===== src/hw/rtl/process_table_fifo_lifo_scheduler_unit_defines.svh =====
// Assertion macros shared by the process table scheduler RTL.
// Depends on nothing; included by the modules that carry assertions.
`ifndef PROCESS_TABLE_FIFO_LIFO_SCHEDULER_UNIT_DEFINES_SVH
`define PROCESS_TABLE_FIFO_LIFO_SCHEDULER_UNIT_DEFINES_SVH

// Same-cycle implication, disabled during reset.
`define PTFLS_ASSERT_IMPL(label, clk, rst, ante, cons, msg) \
  label: assert property (@(posedge clk) disable iff (rst) (ante) |-> (cons)) \
    else $error(msg);

// Next-cycle implication, disabled during reset.
`define PTFLS_ASSERT_NEXT(label, clk, rst, ante, cons, msg) \
  label: assert property (@(posedge clk) disable iff (rst) (ante) |=> (cons)) \
    else $error(msg);

`endif


===== src/hw/rtl/ptfls_pkg.sv =====
// Package for the process table scheduler: sizes, codes and the
// command/status structs between controller and datapath. No dependencies.
`default_nettype none

package ptfls_pkg;

  localparam int SLOTS = 16;
  localparam int IDX_W = $clog2(SLOTS);
  localparam int CNT_W = $clog2(SLOTS + 1);
  localparam int PID_W = 16;
  localparam int OP_W  = 2;
  localparam int POL_W = 2;

  // Event codes.
  localparam logic [OP_W-1:0] OP_START = 2'd0;
  localparam logic [OP_W-1:0] OP_END   = 2'd1;
  localparam logic [OP_W-1:0] OP_SCHED = 2'd2;

  // Scheduling policies.
  localparam logic [POL_W-1:0] POL_ANY   = 2'd0;
  localparam logic [POL_W-1:0] POL_FIFO  = 2'd1;
  localparam logic [POL_W-1:0] POL_LIFO  = 2'd2;
  localparam logic [POL_W-1:0] POL_RESET = POL_LIFO;

  typedef struct packed {
    logic load;       // latch the accepted item and clear the scan state
    logic slot_step;  // test one slot of the table and advance
    logic list_step;  // test one list entry, remove it on a match
    logic list_sel;   // 0 selects the arrival queue, 1 the stack
    logic scan_clr;   // restart the scan index
    logic fifo_take;  // read the queue head and mark it for removal
    logic lifo_take;  // read the stack top
    logic emit;       // move the result into the output register
  } dp_cmd_t;

  typedef struct packed {
    logic [OP_W-1:0]  op;
    logic [POL_W-1:0] policy;
    logic             slot_hit;
    logic             slot_last;
    logic             list_hit;
    logic             list_last;
    logic             queue_empty;
  } dp_status_t;

endpackage

`default_nettype wire


===== src/hw/rtl/ptfls_dp.sv =====
// Datapath of the process table scheduler: slot table, queue, stack, scan
// index and result registers. Depends on ptfls_pkg and the defines header.
`default_nettype none

`include "process_table_fifo_lifo_scheduler_unit_defines.svh"

module ptfls_dp (
  input  wire logic                         clk,
  input  wire logic                         rst,
  input  wire logic                         cfg_we,
  input  wire logic [ptfls_pkg::POL_W-1:0]  cfg_wdata,
  input  wire logic [ptfls_pkg::OP_W-1:0]   opcode,
  input  wire logic [ptfls_pkg::PID_W-1:0]  pid,
  input  wire ptfls_pkg::dp_cmd_t           cmd,
  output ptfls_pkg::dp_status_t             status,
  output logic                              ok,
  output logic [ptfls_pkg::PID_W-1:0]       chosen_pid
);

  localparam int SLOTS = ptfls_pkg::SLOTS;
  localparam int IDX_W = ptfls_pkg::IDX_W;
  localparam int CNT_W = ptfls_pkg::CNT_W;
  localparam int PID_W = ptfls_pkg::PID_W;
  localparam logic [CNT_W-1:0] SLOTS_C = CNT_W'(SLOTS);
  localparam logic [IDX_W-1:0] LAST_IDX = IDX_W'(SLOTS - 1);

  logic [ptfls_pkg::POL_W-1:0] policy;
  logic [ptfls_pkg::OP_W-1:0]  op_r;
  logic [PID_W-1:0]            pid_r;
  logic [SLOTS-1:0]            slot_valid;
  logic [PID_W-1:0]            slot_pid [SLOTS];
  logic [IDX_W-1:0]            queue [SLOTS];
  logic [IDX_W-1:0]            stack [SLOTS];
  logic [CNT_W-1:0]            qcount;
  logic [CNT_W-1:0]            scount;
  logic [IDX_W-1:0]            idx;
  logic [IDX_W-1:0]            tgt;
  logic                        res_ok;
  logic [PID_W-1:0]            res_pid;

  logic [CNT_W-1:0] stop_pos;
  logic [IDX_W-1:0] rd_addr;
  logic             rd_valid;
  logic [PID_W-1:0] rd_pid;
  logic             slot_hit;
  logic [CNT_W-1:0] lcount;
  logic [IDX_W-1:0] lentry;
  logic [CNT_W-1:0] idx_ext;
  logic             list_hit;
  logic             list_last;
  logic             push_q;
  logic             push_s;

  // One read port into the slot table, shared by the scan and the list heads.
  always_comb begin
    stop_pos = scount - CNT_W'(1);
    priority if (cmd.fifo_take) begin
      rd_addr = queue[0];
    end else if (cmd.lifo_take) begin
      rd_addr = stack[stop_pos[IDX_W-1:0]];
    end else begin
      rd_addr = idx;
    end
    rd_valid = slot_valid[rd_addr];
    rd_pid   = slot_pid[rd_addr];
  end

  always_comb begin
    unique case (op_r)
      ptfls_pkg::OP_START: slot_hit = !rd_valid;
      ptfls_pkg::OP_END:   slot_hit = rd_valid && (rd_pid == pid_r);
      ptfls_pkg::OP_SCHED: slot_hit = rd_valid;
      default:             slot_hit = 1'b0;
    endcase
  end

  always_comb begin
    lcount    = cmd.list_sel ? scount : qcount;
    lentry    = cmd.list_sel ? stack[idx] : queue[idx];
    idx_ext   = CNT_W'(idx);
    list_hit  = (idx_ext < lcount) && (lentry == tgt);
    list_last = (idx_ext + CNT_W'(1)) >= lcount;
  end

  assign push_q = cmd.slot_step && slot_hit && (op_r == ptfls_pkg::OP_START) &&
                  (qcount < SLOTS_C);
  assign push_s = cmd.slot_step && slot_hit && (op_r == ptfls_pkg::OP_START) &&
                  (scount < SLOTS_C);

  always_comb begin
    status.op          = op_r;
    status.policy      = policy;
    status.slot_hit    = slot_hit;
    status.slot_last   = (idx == LAST_IDX);
    status.list_hit    = list_hit;
    status.list_last   = list_last;
    status.queue_empty = (qcount == '0);
  end

  // Control registers.
  always_ff @(posedge clk) begin
    if (rst) begin
      policy     <= ptfls_pkg::POL_RESET;
      slot_valid <= '0;
      qcount     <= '0;
      scount     <= '0;
    end else begin
      if (cfg_we) begin
        policy <= cfg_wdata;
      end
      if (cmd.slot_step && slot_hit) begin
        if (op_r == ptfls_pkg::OP_START) begin
          slot_valid[idx] <= 1'b1;
        end else if (op_r == ptfls_pkg::OP_END) begin
          slot_valid[idx] <= 1'b0;
        end
      end
      if (push_q) begin
        qcount <= qcount + CNT_W'(1);
      end
      if (push_s) begin
        scount <= scount + CNT_W'(1);
      end
      if (cmd.list_step && list_hit) begin
        if (cmd.list_sel) begin
          scount <= scount - CNT_W'(1);
        end else begin
          qcount <= qcount - CNT_W'(1);
        end
      end
    end
  end

  // Scan index; cleared by command, so no reset needed here.
  always_ff @(posedge clk) begin
    if (cmd.load || cmd.scan_clr) begin
      idx <= '0;
    end else if (cmd.slot_step || cmd.list_step) begin
      idx <= idx + IDX_W'(1);
    end
  end

  // Payload storage.
  always_ff @(posedge clk) begin
    if (cmd.load) begin
      op_r    <= opcode;
      pid_r   <= pid;
      res_ok  <= 1'b0;
      res_pid <= '0;
    end
    if (cmd.slot_step && slot_hit) begin
      res_ok <= 1'b1;
      if (op_r == ptfls_pkg::OP_START) begin
        slot_pid[idx] <= pid_r;
      end
      if (op_r == ptfls_pkg::OP_END) begin
        tgt <= idx;
      end
      if (op_r == ptfls_pkg::OP_SCHED) begin
        res_pid <= rd_pid;
      end
    end
    if (push_q) begin
      queue[qcount[IDX_W-1:0]] <= idx;
    end
    if (push_s) begin
      stack[scount[IDX_W-1:0]] <= idx;
    end
    if (cmd.fifo_take) begin
      tgt     <= queue[0];
      res_ok  <= rd_valid;
      res_pid <= rd_valid ? rd_pid : '0;
    end
    if (cmd.lifo_take && (scount != '0)) begin
      res_ok  <= rd_valid;
      res_pid <= rd_valid ? rd_pid : '0;
    end
    // Removal closes the gap: every entry at or above the match moves down.
    if (cmd.list_step && list_hit) begin
      for (int i = 0; i < SLOTS - 1; i++) begin
        if (IDX_W'(i) >= idx) begin
          if (cmd.list_sel) begin
            stack[i] <= stack[i + 1];
          end else begin
            queue[i] <= queue[i + 1];
          end
        end
      end
    end
    if (cmd.emit) begin
      ok         <= res_ok;
      chosen_pid <= res_pid;
    end
  end

  `PTFLS_ASSERT_IMPL(a_qcount_range, clk, rst, 1'b1, qcount <= SLOTS_C, "queue count overflow")
  `PTFLS_ASSERT_IMPL(a_scount_range, clk, rst, 1'b1, scount <= SLOTS_C, "stack count overflow")
  `PTFLS_ASSERT_NEXT(a_queue_shrinks, clk, rst, cmd.list_step && !cmd.list_sel && list_hit, qcount == $past(qcount) - CNT_W'(1), "queue removal did not shrink count")

endmodule

`default_nettype wire


===== src/hw/rtl/ptfls_ctrl.sv =====
// Controller of the process table scheduler: sequences the slot scan and the
// list removals and owns both handshakes. Needs ptfls_pkg and the defines header.
`default_nettype none

`include "process_table_fifo_lifo_scheduler_unit_defines.svh"

module ptfls_ctrl (
  input  wire logic                   clk,
  input  wire logic                   rst,
  input  wire logic                   in_valid,
  output logic                        in_stall,
  output logic                        out_valid,
  input  wire logic                   out_stall,
  input  wire ptfls_pkg::dp_status_t  status,
  output ptfls_pkg::dp_cmd_t          cmd
);

  typedef enum logic [2:0] {
    S_IDLE,
    S_DECODE,
    S_SLOT_SCAN,
    S_FIFO,
    S_LIFO,
    S_QUEUE_RM,
    S_STACK_RM,
    S_DONE
  } state_t;

  state_t state;
  state_t state_next;

  assign in_stall = (state != S_IDLE);

  always_comb begin
    cmd        = '0;
    state_next = state;
    unique case (state)
      S_IDLE: begin
        if (in_valid) begin
          cmd.load   = 1'b1;
          state_next = S_DECODE;
        end
      end
      S_DECODE: begin
        unique case (status.op)
          ptfls_pkg::OP_START, ptfls_pkg::OP_END: state_next = S_SLOT_SCAN;
          ptfls_pkg::OP_SCHED: begin
            unique case (status.policy)
              ptfls_pkg::POL_ANY:  state_next = S_SLOT_SCAN;
              ptfls_pkg::POL_FIFO: state_next = status.queue_empty ? S_DONE : S_FIFO;
              ptfls_pkg::POL_LIFO: state_next = S_LIFO;
              default:             state_next = S_DONE;
            endcase
          end
          default: state_next = S_DONE;
        endcase
      end
      S_SLOT_SCAN: begin
        cmd.slot_step = 1'b1;
        if (status.slot_hit && (status.op == ptfls_pkg::OP_END)) begin
          cmd.scan_clr = 1'b1;
          state_next   = S_QUEUE_RM;
        end else if (status.slot_hit || status.slot_last) begin
          state_next = S_DONE;
        end
      end
      S_FIFO: begin
        cmd.fifo_take = 1'b1;
        cmd.scan_clr  = 1'b1;
        state_next    = S_QUEUE_RM;
      end
      S_LIFO: begin
        cmd.lifo_take = 1'b1;
        state_next    = S_DONE;
      end
      S_QUEUE_RM: begin
        cmd.list_step = 1'b1;
        if (status.list_hit || status.list_last) begin
          cmd.scan_clr = 1'b1;
          state_next   = S_STACK_RM;
        end
      end
      S_STACK_RM: begin
        cmd.list_step = 1'b1;
        cmd.list_sel  = 1'b1;
        if (status.list_hit || status.list_last) begin
          state_next = S_DONE;
        end
      end
      S_DONE: begin
        if (!out_valid || !out_stall) begin
          cmd.emit   = 1'b1;
          state_next = S_IDLE;
        end
      end
      default: state_next = S_IDLE;
    endcase
  end

  always_ff @(posedge clk) begin
    if (rst) begin
      state     <= S_IDLE;
      out_valid <= 1'b0;
    end else begin
      state <= state_next;
      if (cmd.emit) begin
        out_valid <= 1'b1;
      end else if (!out_stall) begin
        out_valid <= 1'b0;
      end
    end
  end

  `PTFLS_ASSERT_IMPL(a_emit_when_free, clk, rst, cmd.emit, !out_valid || !out_stall, "result overwrote a waiting item")
  `PTFLS_ASSERT_NEXT(a_load_decodes, clk, rst, cmd.load, state == S_DECODE, "accepted item not decoded")
  `PTFLS_ASSERT_NEXT(a_emit_shows, clk, rst, cmd.emit, out_valid && state == S_IDLE, "emitted result not presented")

endmodule

`default_nettype wire


===== src/hw/rtl/process_table_fifo_lifo_scheduler_unit.sv =====
// Top level of the process table scheduler: controller plus datapath.
// Depends on ptfls_pkg, ptfls_ctrl and ptfls_dp.
//
// Usage. Input items (opcode, pid) arrive on in_valid / in_stall and results
// (ok, chosen_pid) leave on out_valid / out_stall; an item moves at a clock
// edge where valid is high and stall is low. Every input item yields exactly
// one result item. The policy register is written through cfg_we / cfg_wdata
// by the user, only while the block is idle; the block does not enforce this.
// One item is worked on at a time; in_stall is high from acceptance until its
// result is in the output register; then the next item can be taken.
// Scans walk one slot or list entry per cycle. After decode, a start, an end
// or a lowest-slot schedule scans the slots up to the first hit or the last
// slot; an end with a match then removes the slot index from the queue and
// then from the stack. A fifo schedule takes the queue head and removes it
// from both lists, a lifo schedule reads the stack top, and an empty fifo or
// a spare code goes straight from decode to the done state.
// If the receiver stalls, the result holds and a finished second item waits
// in the controller until the output register frees.
// Reset clears the slot valid bits, both list counts and the handshakes and
// sets the policy to lifo; no clearing pass is needed.
`default_nettype none

module process_table_fifo_lifo_scheduler_unit (
  input  wire logic                         clk,
  input  wire logic                         rst,
  input  wire logic                         in_valid,
  output logic                              in_stall,
  input  wire logic [ptfls_pkg::OP_W-1:0]   opcode,
  input  wire logic [ptfls_pkg::PID_W-1:0]  pid,
  output logic                              out_valid,
  input  wire logic                         out_stall,
  output logic                              ok,
  output logic [ptfls_pkg::PID_W-1:0]       chosen_pid,
  input  wire logic                         cfg_we,
  input  wire logic [ptfls_pkg::POL_W-1:0]  cfg_wdata
);

  // Commands flow from the controller; status flows back from the datapath.
  ptfls_pkg::dp_cmd_t    cmd;
  ptfls_pkg::dp_status_t status;

  ptfls_ctrl u_ctrl (
    .clk       (clk),
    .rst       (rst),
    .in_valid  (in_valid),
    .in_stall  (in_stall),
    .out_valid (out_valid),
    .out_stall (out_stall),
    .status    (status),
    .cmd       (cmd)
  );

  ptfls_dp u_dp (
    .clk        (clk),
    .rst        (rst),
    .cfg_we     (cfg_we),
    .cfg_wdata  (cfg_wdata),
    .opcode     (opcode),
    .pid        (pid),
    .cmd        (cmd),
    .status     (status),
    .ok         (ok),
    .chosen_pid (chosen_pid)
  );

endmodule

`default_nettype wire

===== config.mk =====
export PLATFORM = sky130hd
export DESIGN_NAME = process_table_fifo_lifo_scheduler_unit
export DESIGN_NICKNAME = d
export VERILOG_FILES = /design/src/hw/rtl/ptfls_pkg.sv /design/src/hw/rtl/ptfls_dp.sv /design/src/hw/rtl/ptfls_ctrl.sv /design/src/hw/rtl/process_table_fifo_lifo_scheduler_unit.sv
export VERILOG_INCLUDE_DIRS = /design/src /design/src/hw/rtl
export SDC_FILE = /design/constraint.sdc
export NUM_CORES = 1
export LEC_CHECK = 0
export ABC_AREA = 1
export BUFFER_PORTS_ARGS = -buffer_cell sky130_fd_sc_hd__buf_2
export CAP_MARGIN = 20
export CELL_PAD_IN_SITES_DETAIL_PLACEMENT = 0
export CELL_PAD_IN_SITES_GLOBAL_PLACEMENT = 2
export CORE_ASPECT_RATIO = 0.9
export CORE_MARGIN = 10
export CORE_UTILIZATION = 41
export DETAILED_ROUTE_END_ITERATION = 8
export GPL_TIMING_DRIVEN = 0
export HOLD_SLACK_MARGIN = 0.08
export PLACE_DENSITY = 0.91
export SLEW_MARGIN = 20
export SYNTH_ARGS = -nofsm -noshare
export SYNTH_HDL_FRONTEND = slang
export SYNTH_HIERARCHICAL = 1
export SYNTH_SLANG_ARGS = --single-unit

===== constraint.sdc =====
create_clock -name clk -period 5.5 [get_ports clk]
set_input_delay 0.825 -clock clk [delete_from_list [all_inputs] [get_ports clk]]
set_output_delay 0.825 -clock clk [all_outputs]
set_load 0.02 [all_outputs]

* Word-level counts from Yosys, hierarchy flattened *
Memory sizes are Yosys's and may differ from the RTL's. A register that Yosys moved wholly into a read port is not among the register bits.
Index checks and enable logic that the tools add are counted.

word-level totals
  bits in registers = 92
  bits in writable memories = 384
  input bits = 25
  output and inout port bits = 19
  logic and storage cells = 266
  memories kept = 3

operators by class
  add/subtract/negate cells = 6
  $lt $le $gt $ge = 22
  equal/unequal tests = 20
  mux-type cells = 163
  bitwise gates (word level) = 3
  reductions and logical operators = 35

memories
  name           words  bits a word  rd ports  clocked after Yosys merged registers in  write ports  line            text
  u_dp.slot_pid  16     16           1         0                                        1            ptfls_dp.sv:31  logic [PID_W-1:0] slot_pid [SLOTS];
  u_dp.queue     16     4            17        1                                        15           ptfls_dp.sv:32  logic [IDX_W-1:0] queue [SLOTS];
  u_dp.stack     16     4            17        1                                        15           ptfls_dp.sv:33  logic [IDX_W-1:0] stack [SLOTS];

operator list
  kind                                                               count
  two-way mux 16 bit                                                 8
  two-way mux 1 bit                                                  120
  two-way mux 4 bit                                                  14
  two-way mux 5 bit                                                  7
  greater-or-equal comparator 4 bit (first input constant)           7
  one-hot mux 3 bit (8 select lines)                                 1
  two-way mux 3 bit                                                  7
  AND 16 bit                                                         1
  == test 16 bit                                                     1
  greater-or-equal comparator 3 x 4 -> 1 bit (first input constant)  4
  NOT 16 bit                                                         1
  OR 16 bit                                                          1
  == test 3 bit (second input constant)                              4
  adder 5 x 1 -> 5 bit (second input constant)                       2
  logical AND 1 bit                                                  10
  < comparator 4 x 5 -> 1 bit (second input constant)                2
  < comparator 5 bit (second input constant)                         2
  subtractor 5 x 1 -> 5 bit (second input constant)                  2
  one-hot mux 3 bit (3 select lines)                                 1
  greater-or-equal comparator 1 x 4 -> 1 bit (first input constant)  2
  greater-or-equal comparator 2 x 4 -> 1 bit (first input constant)  2
  != test 2 x 1 -> 1 bit (second input constant)                     4
  OR reduction 4 bit                                                 2
  == test 3 x 2 -> 1 bit (second input constant)                     2
  28 further kinds                                                   42

* Depth between registers and ports, before layout *
Gate-level depths: netlist of the first run.

  depth in word-level cells = 14
  mapped depth = 36
  depth with buffers taken out = 30

* Cells and area by module *
The synthesis of the first run kept the hierarchy.

modules (own cells, without submodules)
  module      times used  cells an instance  area an instance (sq um)  seq. area each (sq um)
  ptfls_dp    1           2297               22567.9                   13773.2
  ptfls_ctrl  1           78                 434.2                     80.1

* Worst setup path before layout of the first run *
No wires, ideal clock.

  kind = flip-flop to flip-flop
  from = reg u_dp.scount[0]
  to = mem u_dp.slot_pid[8][0] (enable)
  setup time = 388 ps
  arrival time = 4029 ps
  data required time = 5112 ps
  path slack = 1083 ps
  cell stages (with the launch flop) = 29
  buffers on the path = 6
  period minus slack after synthesis = 4417 ps
  cells stage by stage = dfxtp_1 buf_6 inv_2 buf_4 ha_1 buf_4 inv_2 buf_4 nand3_1 nand3_1 nand3_1 nand3_2 nand2_1 o21ai_2 buf_4 buf_2 nand3_1 nand3_1 nand3_1 nand2_1 xor2_1 nand2_1 nor2_1 nand3_2 nand2_4 nand2_1 nor2_1 nand3_1 nor2_1

on the way
  cells in the longest elaborated chain, start to end = 11
  elaborated cells between the ends (all ways) = 14
  those cells by class = 1 x add/sub; 1 x eq/ne; 7 x mux; 3 x reduce/logical; 2 x memory

RTL lines
  what                                                                                 line                            text
  start, declared                                                                      ptfls_dp.sv:35                  logic [CNT_W-1:0] scount;
  start signal, assigned                                                               ptfls_dp.sv:122                 scount <= scount + CNT_W'(1);
  start signal, assigned                                                               ptfls_dp.sv:126                 scount <= scount - CNT_W'(1);
  subtractor 5 x 1 -> 5 bit (*)                                                        --
  memory read (16 x 4 bit) (*)                                                         --
  two-way mux 4 bit (*)                                                                ptfls_dp.sv:59                  end else if (cmd.lifo_take) begin
  two-way mux 4 bit (*)                                                                ptfls_dp.sv:57                  priority if (cmd.fifo_take) begin
  memory read (16 x 16 bit) or binary-select mux 1 bit (select 4 bit) (tied branches)  --
  == test 16 bit or two-way mux 1 bit (tied branches)                                  ptfls_dp.sv:71, ptfls_dp.sv:64
  logical AND 1 bit or zero test 1 bit (tied branches)                                 ptfls_dp.sv:71, ptfls_dp.sv:70
  one-hot mux 1 bit (3 select lines) (*)                                               ptfls_dp.sv:69                  unique case (op_r)
  logical AND 1 bit (*)                                                                ptfls_dp.sv:151                 if (cmd.slot_step && slot_hit) begin
  two-way mux 1 bit (*)                                                                ptfls_dp.sv:151
  two-way mux 1 bit (implied by the code) (*)                                          ptfls_dp.sv:154                 slot_pid[idx] <= pid_r;
  end, declared                                                                        ptfls_dp.sv:31

Every way passes the cells marked *; elsewhere a longest branch is shown, timed or not. The select of a mux whose other input is x is not followed.

* Final worst setup path of the first run *
  from = reg u_dp.scount[0]
  to = mem u_dp.slot_pid[9][9] (enable)

Same word-level chain as after synthesis.

==> out/metrics.cfg, run 1 <==
[setup_path]
r2r-start = u_dp/scount[0]
ff2ff_setup_slack_ns = 0.17
crit_arrival_ns = 5.63
cp_slowest_cell = dfxtp_2
worstPathMaxFanout = 15
critPathLaunchType = flop
r2r-end = u_dp/slot_pid[9][9]
max_stage_delay_ns = 0.34
crit_path_end_kind = flop
crit_type = reg2reg
crit_required_ns = 5.81
reg2reg_depth = 30

[timing]
skew_ns = 0.0415
period_minus_slack_ns = 5.33
fin_crit_sh_pct = 96.8
tightest_slew_ns = 1.13
final-hold-violation-count = 0
relSlewSlack_pct = 24.7
setup_ws_ns = 0.175
slew_violations = 0
setup_viol_count_final = 0
fmax_ghz = 0.188

[route]
routed_wl_um = 79900
drtPass1Iterations = 6
drtIter0Drc = 2170
route.detailed.drc = 0
vias = 19000
drtAntennaViolNets = 0
viasPerCell = 5.76
wl_per_cell_um = 24.2

[yosys]
synth_top_family_by_area = simple AND/OR/NAND/NOR gates
synthAdderAreaFrac_pct = 1.20
synth_top_area_share_pct = 55.4
synth-compound-area-share_pct = 8.64
synthFlopType = edfxtp_1
yosys-top-cells-area = edfxtp_1 (55%), nand3_1 (10%), nand2_1 (8.0%), dfxtp_1 (4.9%), o21ai_0 (3.7%)
synth.distinct_cells = 48
ys_ff_latch = 480
synth_area_um2 = 23000
ys_seq_area_share_pct = 60.2
synthSimpleGateAreaFrac_pct = 23.3
syn_area_per_cell_um2 = 9.69
synthMuxAreaShare_pct = 0.294
async_flop_share_pct = 0
synth_edf_count = 424
synth_area_leader_cell = edfxtp_1
syn_inst = 2375
yosysWarnings = 6
synth-xor-area-share_pct = 0.228
synth_nets = 2422

[finish]
fin_area_um2 = 26700
drive_gt1_share_pct = 13.2
multi_input_area_um2 = 8050
antenna_cells = 0
register_area_um2 = 13900
nets = 2551
final_util_pct = 48.0
fill_cells = 5288
synthToLayoutAreaGrowth_pct = 16.2
stdcell_count = 3303

[die]
rows = 82
die_w_um = 270
io_pins = 44
die_h_um = 245
dieArea_um2 = 66000
initial_core_util_pct = 41.4
core_area_um2 = 55600

[run]
maxCapViolations = 0

[min_path]
min_path_cells = 1
min_path_type = in2reg
hp-start = pid[10]
min_to = u_dp/pid_r[10]

[clock_network]
htreeDepth = 2
clk_latency_ns = 0.63
cts_buffer_depth = 3
root_buffer = clkbuf_16
cts_sinks = 480
cts_buffers = 51
clk_pin_slew_worst_paths_ns = 0.06
ctsHoldBuffers = 0
cts_tree = done

[power_and_ir_drop]
finalPower_uw = 12800
swShare_pct = 39.6
p_int_uw = 7710
combinationalPowerShare_pct = 36.7
peakVddDrop_v = 0.000289
clkPwrFrac_pct = 26.7
pwr-share-seq_pct = 36.6
leakagePower_uw = 0.0100
p_sw_uw = 5060
p_per_area_nw_per_um2 = 478

[grt]
grt-ovfl-total = 0
track_usage_pct = 23.2
grt_pass1_wl_um = 115000
grt_pass1_vias = 17500
grt_max_degree = 19
antenna_found_initial = 0

[placed_design]
gp_congestion = 0.919
place_area_um2 = 24300
port_buffers = 43
dp.cells = 3178
place_ws_ns = -0.435
dp_hpwl_um = 55300

[outcome]
status = completed

==> critical path: cells and delay by family (launching register included) <==
family | cells | cell delay [ns]
flip-flops | 1 | 0.34
buffers and inverters | 9 | 1.44
AO/OA/AOI/OAI | 3 | 0.41
AND/OR/NAND/NOR | 17 | 2.49
adder cells (fa/ha/maj) | 1 | 0.29
==> state kept, by name (all words and copies together) (netlist names), named ones only <==
signal            flops
u_ctrl/out_valid      1
u_ctrl/state          3
u_dp/chosen_pid      16
u_dp/idx              4
u_dp/ok               1
u_dp/op_r             2
u_dp/pid_r           16
u_dp/policy           2
u_dp/qcount           5
u_dp/queue           64
u_dp/res_ok           1
u_dp/res_pid         16
u_dp/scount           5
u_dp/slot_pid       256
u_dp/stack           64
u_dp/tgt              4
==> cells in the mapped netlist (13+ instances only) <==
library cell	n
nand3b_1	14
nand4_1	22
inv_1	151
o21ai_0	171
buf_6	13
buf_1	15
nand3_1	481
buf_4	23
a21oi_1	115
ha_1	22
clkbuf_1	42
nand2_1	493
nor2_1	146
dfxtp_1	56
buf_2	44
edfxtp_1	424
o211ai_1	25
==> layer usage <==
metal / share of wire [%] / track usage, %
met4: 2.7 / 7.51
met5: 0 / 0
met2: 43 / 34.3
met3: 11 / 5.28
met1: 43 / 33.2
==> worst max path at each step <==
stage	end	slack, ns	startpoint	cells past startpoint
detailed placement	u_dp/slot_pid[12][10]	-0.43	u_dp/scount[0]	23
finish	u_dp/slot_pid[9][9]	0.17	u_dp/scount[0]	30
global placement	u_dp/slot_pid[8][10]	-1.77	u_dp/scount[0]	28
global route	u_dp/stack[8][2]	-0.02	u_dp/scount[0]	25
floorplan	u_dp/slot_pid[8][0]	1.08	u_dp/scount[0]	28
CTS	u_dp/queue[8][3]	-0.0005	u_dp/scount[0]	25
==> layout make-up <==
| type | count | share of cell area, % |
|---|---|---|
| Multi-Input combinational cell | 1587 | 30.1 |
| Timing Repair Buffer | 77 | 2.61 |
| Buffer | 137 | 3.12 |
| Inverter | 170 | 2.62 |
| Clock inverter | 23 | 0.862 |
| Tap cell | 756 | 3.54 |
| Clock buffer | 73 | 5.28 |
| Sequential cell | 480 | 51.9 |
==> placed cells by master (no fill, tap or decap), types with 4 or more instances in the layout <==
cell type,instances
a31oi_1,5
o21bai_1,5
clkinv_1,12
inv_4,5
mux2_2,6
buf_6,17
edfxtp_1,424
o21ai_0,168
o22ai_1,5
o211ai_1,25
nand3_4,4
nand4_1,22
nand2_1,493
inv_1,138
o21ai_1,7
o31ai_4,9
nand3b_1,14
inv_2,10
nand3_2,14
a21oi_1,115
clkinv_2,6
xor2_1,5
clkbuf_16,52
nor3_1,7
dfxtp_1,55
nor3_2,4
clkbuf_4,15
nor2_1,138
nand3_1,470
buf_4,39
ha_1,21
nor2_4,10
clkbuf_1,56
a21oi_2,4
buf_1,13
buf_2,70
nor2_2,9
clkinvlp_4,16
buf_12,16
==> cells by family after synthesis <==
| kind of cell | Yosys count |
|---|---|
| and+or+nand+nor | 1194 |
| DFF | 480 |
| AOI/OAI and AO/OA | 359 |
| buffers and inverters | 308 |
| adders and majority gates | 22 |
| xor gates and xnor gates | 6 |
| muxes | 6 |
==> power groups by stage <==
stage               combinational (uW)  sequential (uW)  clock [uW]
floorplan                         2820             4590           0
global placement                  4270             4730           0
detailed placement                4330             4740           0
CTS                               4400             4660        3450
global route                      5040             4690        3600
finish                            4690             4670        3410
==> through the flow <==
stage | TNS [ns] | hold slack, ns
after floorplan | 0 | 0.400
after global placement | -147.64 | 0.411
after CTS | -0.00132 | 0.354
after global routing | -0.264 | 0.367
final | 0 | 0.370
after detailed placement | -86.52 | 0.405
==> what timing repair did <==
item,CTS,global route
endpoints found under the setup margin,299,399
resized for setup,46,59
setup buffers,20,10
pin swaps,1,4
gates cloned,0,0
No activity file was read; power rests on OpenSTA's default activity.
==> inputs of run 2 (changes only) <==
Settings changed: CORE_UTILIZATION 41 to 43, CTS_BUF_LIST set to sky130_fd_sc_hd__clkbuf_4 sky130_fd_sc_hd__clkbuf_8, PLACE_DENSITY 0.91 to 0.95.
==> run 2 against run 1 <==
Compared with the run above: wire length is 0.31% lower; sequential power hardly changed; clock skew is 0.0089 ns lower; critical path type unchanged; largest power group is now sequential cells; highest routed layer unchanged.
==> out/metrics.cfg, run 2 (same netlist as run 1, synthesis figures left out) <==
[clock_network]
cts_tree = done
cts_buffer_depth = 3
htreeDepth = 3
cts_sinks = 480
clk_latency_ns = 0.68
cts_buffers = 83
clk_pin_slew_worst_paths_ns = 0.06
root_buffer = clkbuf_8

[placed_design]
port_buffers = 43
gp_congestion = 0.945
place_ws_ns = -0.726
place_area_um2 = 24200
dp_hpwl_um = 55000
dp.cells = 3119

[setup_path]
crit_required_ns = 5.99
crit_arrival_ns = 5.82
critPathLaunchType = flop
max_stage_delay_ns = 0.34
worstPathMaxFanout = 11
path_buf_inv = 10
crit_path_end_kind = flop
crit_type = reg2reg
cp_slowest_cell = dfxtp_2
cp_top_family = simple AND/OR/NAND/NOR gates

[die]
die_w_um = 264
core_area_um2 = 53000
io_pins = 44
dieArea_um2 = 63200
initial_core_util_pct = 43.4
rows = 80
die_h_um = 239

[finish]
final_common_cell = nand2_1
largest_reg_flops = 256
fill_cells = 4816
fin_area_um2 = 26700
stdcell_count = 3299
layout_common_cells = nand2_1 (493), nand3_1 (472), edfxtp_1 (424), o21ai_0 (171), inv_1 (140)
synthToLayoutAreaGrowth_pct = 16.0
register_area_um2 = 13900
reg_top3 = u_dp/slot_pid: 256 flops, u_dp/queue: 64 flops, u_dp/stack: 64 flops
nets = 2579
multi_input_area_um2 = 8000
largest_register = u_dp/slot_pid
drive_gt1_share_pct = 15.3

[grt]
grt-ovfl-total = 0
track_usage_pct = 24.6
antenna_found_initial = 1
grt_pass1_wl_um = 117000
grt_pass1_vias = 18200
grt_max_degree = 20

[route]
wl_per_cell_um = 24.1
vias = 19300
viasPerCell = 5.84
drtPass1Iterations = 6
routed_wl_um = 79700
drtIter0Drc = 2399
drtAntennaViolNets = 0
route.detailed.drc = 0

[timing]
period_minus_slack_ns = 5.33
tightest_slew_ns = 1.12
relSlewSlack_pct = 25.0
whs_ns = 0.322
setup_ws_ns = 0.171
setup_viol_count_final = 0
fmax_ghz = 0.188
final-hold-violation-count = 0
fin_crit_sh_pct = 96.9
skew_ns = 0.0326
slew_violations = 0

[power_and_ir_drop]
peakVddDrop_v = 0.000249
clkPwrFrac_pct = 27.1
p_per_area_nw_per_um2 = 481
finalPower_uw = 12800
p_sw_uw = 5070
pwr-share-seq_pct = 36.5
swShare_pct = 39.6
p_int_uw = 7760
leakagePower_uw = 0.0102
combinationalPowerShare_pct = 36.4

[run]
maxCapViolations = 0

[outcome]
status = completed

[min_path]
min_path_type = in2reg

==> run 2: cell types whose count changed in the layout (fill, tap and decap cells not counted), moves of 3 or more <==
| cell | previous run | this run |
|---|---|---|
| o21ai_1 | 7 | 4 |
| clkbuf_8 | 3 | 95 |
| clkbuf_16 | 52 | 0 |
| clkinvlp_4 | 16 | 13 |
| clkinv_1 | 12 | 17 |
| clkbuf_1 | 56 | 38 |
| inv_4 | 5 | 2 |
| clkbuf_4 | 15 | 36 |
| clkinv_2 | 6 | 9 |
| nand3_4 | 4 | 1 |
| o21ai_0 | 168 | 171 |
| inv_8 | 0 | 3 |
==> run 2: final timing paths <==
check	from	end	slack, ns	depth (start not counted)
worst max-delay path	u_dp/scount[0]	flop	0.17	34
worst min-delay path	pid[14]	u_dp/pid_r[14]	0.32	1
worst max register to register	u_dp/scount[0]	flop	0.17	34
worst min register to register	u_dp/res_ok	u_dp/ok	0.43	0
==> run 2: stage by stage <==
stage                     util (%)  setup TNS [ns]
after floorplan                  -               0
after global placement        45.5         -151.83
after detailed placement      45.7          -97.21
after CTS                     50.0               0
after global routing          50.4         -0.0666
final                         50.4               0
==> run 2: routing by layer <==
metal / GRT usage [%] / wire length [um] / part of all wire, %
met4: 8.12 / 2170 / 2.7
met3: 5.15 / 8720 / 11
met1: 35.7 / 34900 / 44
met5: 0 / 0 / 0
met2: 35.9 / 33900 / 43
==> run 2: area by class of cell <==
type,instances,share of cell area (%)
repair buffers,75,2.43
well taps,697,3.27
inverters,170,2.60
flip-flops and latches,480,51.9
clock buffers,122,5.66
clock inverters,32,1.05
plain buffers,135,3.09
multi-input cells,1587,30.0
diodes,1,0.00938
==> run 2: power by group through the flow <==
| stage | clock network [uW] | logic (uW) | registers [uW] |
|---|---|---|---|
| 2_1_floorplan | 0 | 2820 | 4590 |
| 3_3_place_gp | 0 | 4250 | 4730 |
| 3_5_place_dp | 0 | 4300 | 4740 |
| 4_1_cts | 3540 | 4390 | 4670 |
| 5_1_grt | 3700 | 5030 | 4700 |
| 6_report | 3480 | 4670 | 4680 |
==> run 2: repair_timing <==
item | in CTS | in global routing
cloned | 0 | 0
setup endpoints to repair | 297 | 144
hold buffers | 0 | 0
buffers inserted | 20 | 8
pin swaps | 3 | 4
gates resized for setup | 50 | 44
==> inputs of run 3 (changes only) <==
Settings changed: ABC_AREA 1 to unset, CORE_UTILIZATION 43 to 45, PLACE_DENSITY 0.95 to 0.92.
==> run 3 against run 2 <==
Compared with the run above: the flow now finishes with violations (negative setup slack); clock-buffer cell count is 3 lower; synthesized cell count is 21% lower; final cell count is 13% lower; design area is 10% higher; maximum frequency is 6.2% lower; first-iteration DRC count is 0.33% lower; non-clock buffer count is 81 higher; via count is 5.7% lower; largest power group is now combinational cells.
==> out/metrics.cfg, run 3 <==
[outcome]
status = finished, violations left
violations = negative setup slack

[setup_path]
path_depth = 26
critPathLaunchType = flop
path_buf_inv = 11
max_stage_delay_ns = 0.53
cp_top_family = buffers and inverters
path_common_cell = buf_12
worstPathMaxFanout = 7
crit_path_end_kind = flop
crit_arrival_ns = 6.06
crit_required_ns = 5.88
crit_type = reg2reg
cp_slowest_cell = mux4_2
reg2reg_depth = 26

[timing]
skew_ns = 0.0430
fmax_ghz = 0.176
rsz0062_at_grt = yes
setup_ws_ns = -0.184
slew_violations = 0
period_minus_slack_ns = 5.68
fin_crit_sh_pct = 103
final-hold-violation-count = 0
setup_viol_count_final = 157
relSlewSlack_pct = 32.4
tightest_slew_ns = 1.01

[yosys]
synthFlopType = edfxtp_1
syn_inst = 1870
synth_nets = 1917
synth.most_common_cell = edfxtp_1
synth.distinct_cells = 106
synth_top_area_share_pct = 53.8
async_flop_share_pct = 0
synth_area_um2 = 23700
synthMuxAreaShare_pct = 12.0
synth_area_leader_cell = edfxtp_1
yosysWarnings = 6
synth_top_family_by_area = compound AO/OA/AOI/OAI gates
ys_seq_area_share_pct = 58.5
syn_area_per_cell_um2 = 12.7
synthSimpleGateAreaFrac_pct = 10.9
ys_top_cells_by_count = edfxtp_1 (424), nand2_1 (239), nor2_1 (113)
yosys-top-cells-area = edfxtp_1 (54%), mux4_2 (5.0%), dfxtp_1 (4.7%), nand2_1 (3.8%), mux2i_1 (3.4%)
synth-xor-area-share_pct = 1.36
synthAdderAreaFrac_pct = 1.16
ys_ff_latch = 480
synth_edf_count = 424
synth-compound-area-share_pct = 12.4

[power_and_ir_drop]
leakagePower_uw = 0.0102
clkPwrFrac_pct = 25.8
p_sw_uw = 4680
pwr-share-seq_pct = 35.0
peakVddDrop_v = 0.000252
p_int_uw = 7970
swShare_pct = 37.0
finalPower_uw = 12600
combinationalPowerShare_pct = 39.1
p_per_area_nw_per_um2 = 431

[clock_network]
ctsHoldBuffers = 0
cts_sinks = 480
htreeDepth = 3
cts_tree = done
cts_buffer_depth = 3
cts_buffers = 82
root_buffer = clkbuf_8
clk_latency_ns = 0.68
clk_pin_slew_worst_paths_ns = 0.06

[grt]
grt_pass1_vias = 17400
grt_pass1_wl_um = 116000
antenna_found_initial = 2
grt_max_degree = 24
grt-ovfl-total = 0
track_usage_pct = 25.2

[finish]
final_util_pct = 56.6
fin_area_um2 = 29400
drive_gt1_share_pct = 30.8
largest_register = u_dp/slot_pid
layout_common_cells = edfxtp_1 (424), nand2_1 (237), nor2_1 (91), clkbuf_8 (89), o21ai_0 (81)
synthToLayoutAreaGrowth_pct = 24.0
reg_top3 = u_dp/slot_pid: 256 flops, u_dp/queue: 64 flops, u_dp/stack: 64 flops
final_common_cell = edfxtp_1
fill_cells = 4177
nets = 2160
largest_reg_flops = 256

[placed_design]
dp_hpwl_um = 54500
gp_congestion = 0.940
place_area_um2 = 25200
place_ws_ns = -2.37
port_buffers = 43

[die]
die_w_um = 262
dieArea_um2 = 62200
rows = 79
io_pins = 44
initial_core_util_pct = 45.6
core_area_um2 = 51900
die_h_um = 238

[route]
route.detailed.drc = 0
viasPerCell = 6.34
vias = 18200
drtIter0Drc = 2391
drtPass1Iterations = 6
wl_per_cell_um = 28.2
routed_wl_um = 80800
drtAntennaViolNets = 0

[min_path]
min_path_type = in2reg
min_path_cells = 1

[run]
maxCapViolations = 0

[run 3: changes by cell type after synthesis, sizes merged, moves of 33 or more]
cell   before  now
o21ai     176  107
nand2     500  242
nand3     488   63
mux4        0   55
nor2      157  115
inv       163   35
buf        96   63
mux2i       0   80
mux2        6   71
a21oi     121   44
[run 3: kinds of logic (layout without fill, tap and decap cells)]
group,count (synthesis),after routing
XOR/XNOR,36,36
buffers and inverters,168,476
adder cells (fa/ha/maj),22,22
flip-flops,480,480
multiplexers,206,206
AO/OA/AOI/OAI,406,406
other,0,1
AND/OR/NAND/NOR,552,552
[run 3: final cells by class]
class | instances | area [um^2] | area share [%]
clock inverter | 30 | 219 | 0.746
sequential | 480 | 13900 | 47.2
inverter | 36 | 141 | 0.482
clock buffer | 119 | 1430 | 4.85
tap | 688 | 861 | 2.93
multi-input combinational | 1222 | 10200 | 34.7
timing repair buffer | 163 | 1640 | 5.58
buffer | 128 | 1020 | 3.49
antenna | 1 | 2.50 | 0.00852
[run 3: path summary, 6_finish.rpt]
check,start,to,slack (ns)
hold / removal,pid[7],u_dp/pid_r[7],0.33
setup / recovery,u_dp/scount[0],u_dp/slot_pid[8][14],-0.18
setup reg to reg,u_dp/scount[0],u_dp/slot_pid[8][14],-0.18
hold reg to reg,u_dp/res_pid[1],u_dp/chosen_pid[1],0.44
[run 3: per-layer routing]
layer  vias up  wire [um]  GRT usage [%]  share of wire, %
met2      1225      34700           36.1                43
met1      9019      32700           35.3                41
met5         -          0              0                 0
met4         0       2830           8.63               3.5
met3       198      10500           8.25                13
li1       7725          -              -                 -
[run 3: worst reg2reg max path, stage by stage, from the launching register on]
cell        delay, ns
dfxtp_4          0.37
clkinvlp_4       0.12
ha_4             0.29
buf_12           0.15
buf_12           0.13
buf_6            0.11
mux2i_2          0.15
mux4_2           0.53
a2bb2oi_4        0.19
o21ai_4          0.29
buf_12           0.19
mux2i_1          0.08
mux2_4           0.30
a22oi_2          0.21
nor3_2           0.07
a31o_1           0.21
a211o_1          0.31
nor4_4           0.36
a31oi_4          0.18
inv_4            0.12
buf_12           0.12
nand3_4          0.08
buf_12           0.18
buf_4            0.13
nor3_4           0.23
buf_8            0.16
buf_12           0.13
[run 3: through the flow]
stage | hold WS, ns | TNS, ns | cells
after CTS | 0.285 | -2.37 | 2835
after detailed placement | 0.418 | -686.90 | 2616
final | 0.331 | -10.88 | 2867
after global placement | 0.414 | -909.43 | 2601
after floorplan | 0.400 | -9.54 | 1870
after global routing | 0.296 | -19.21 | 2866
[run 3: what timing repair did]
| action | CTS | global route |
|---|---|---|
| cloned | 4 | 2 |
| pin swaps | 42 | 41 |
| buffers inserted | 69 | 32 |
| setup endpoints to repair | 452 | 332 |
| hold endpoints to repair | 0 | 0 |
| gates resized for setup | 236 | 109 |
[run 3: power by group through the flow]
stage | Clock, uW | Sequential [uW] | Combinational (uW)
2_1_floorplan | 0 | 4390 | 2570
3_3_place_gp | 0 | 4480 | 3820
3_5_place_dp | 0 | 4490 | 3900
4_1_cts | 3310 | 4420 | 4560
5_1_grt | 3480 | 4450 | 5150
6_report | 3270 | 4430 | 4950
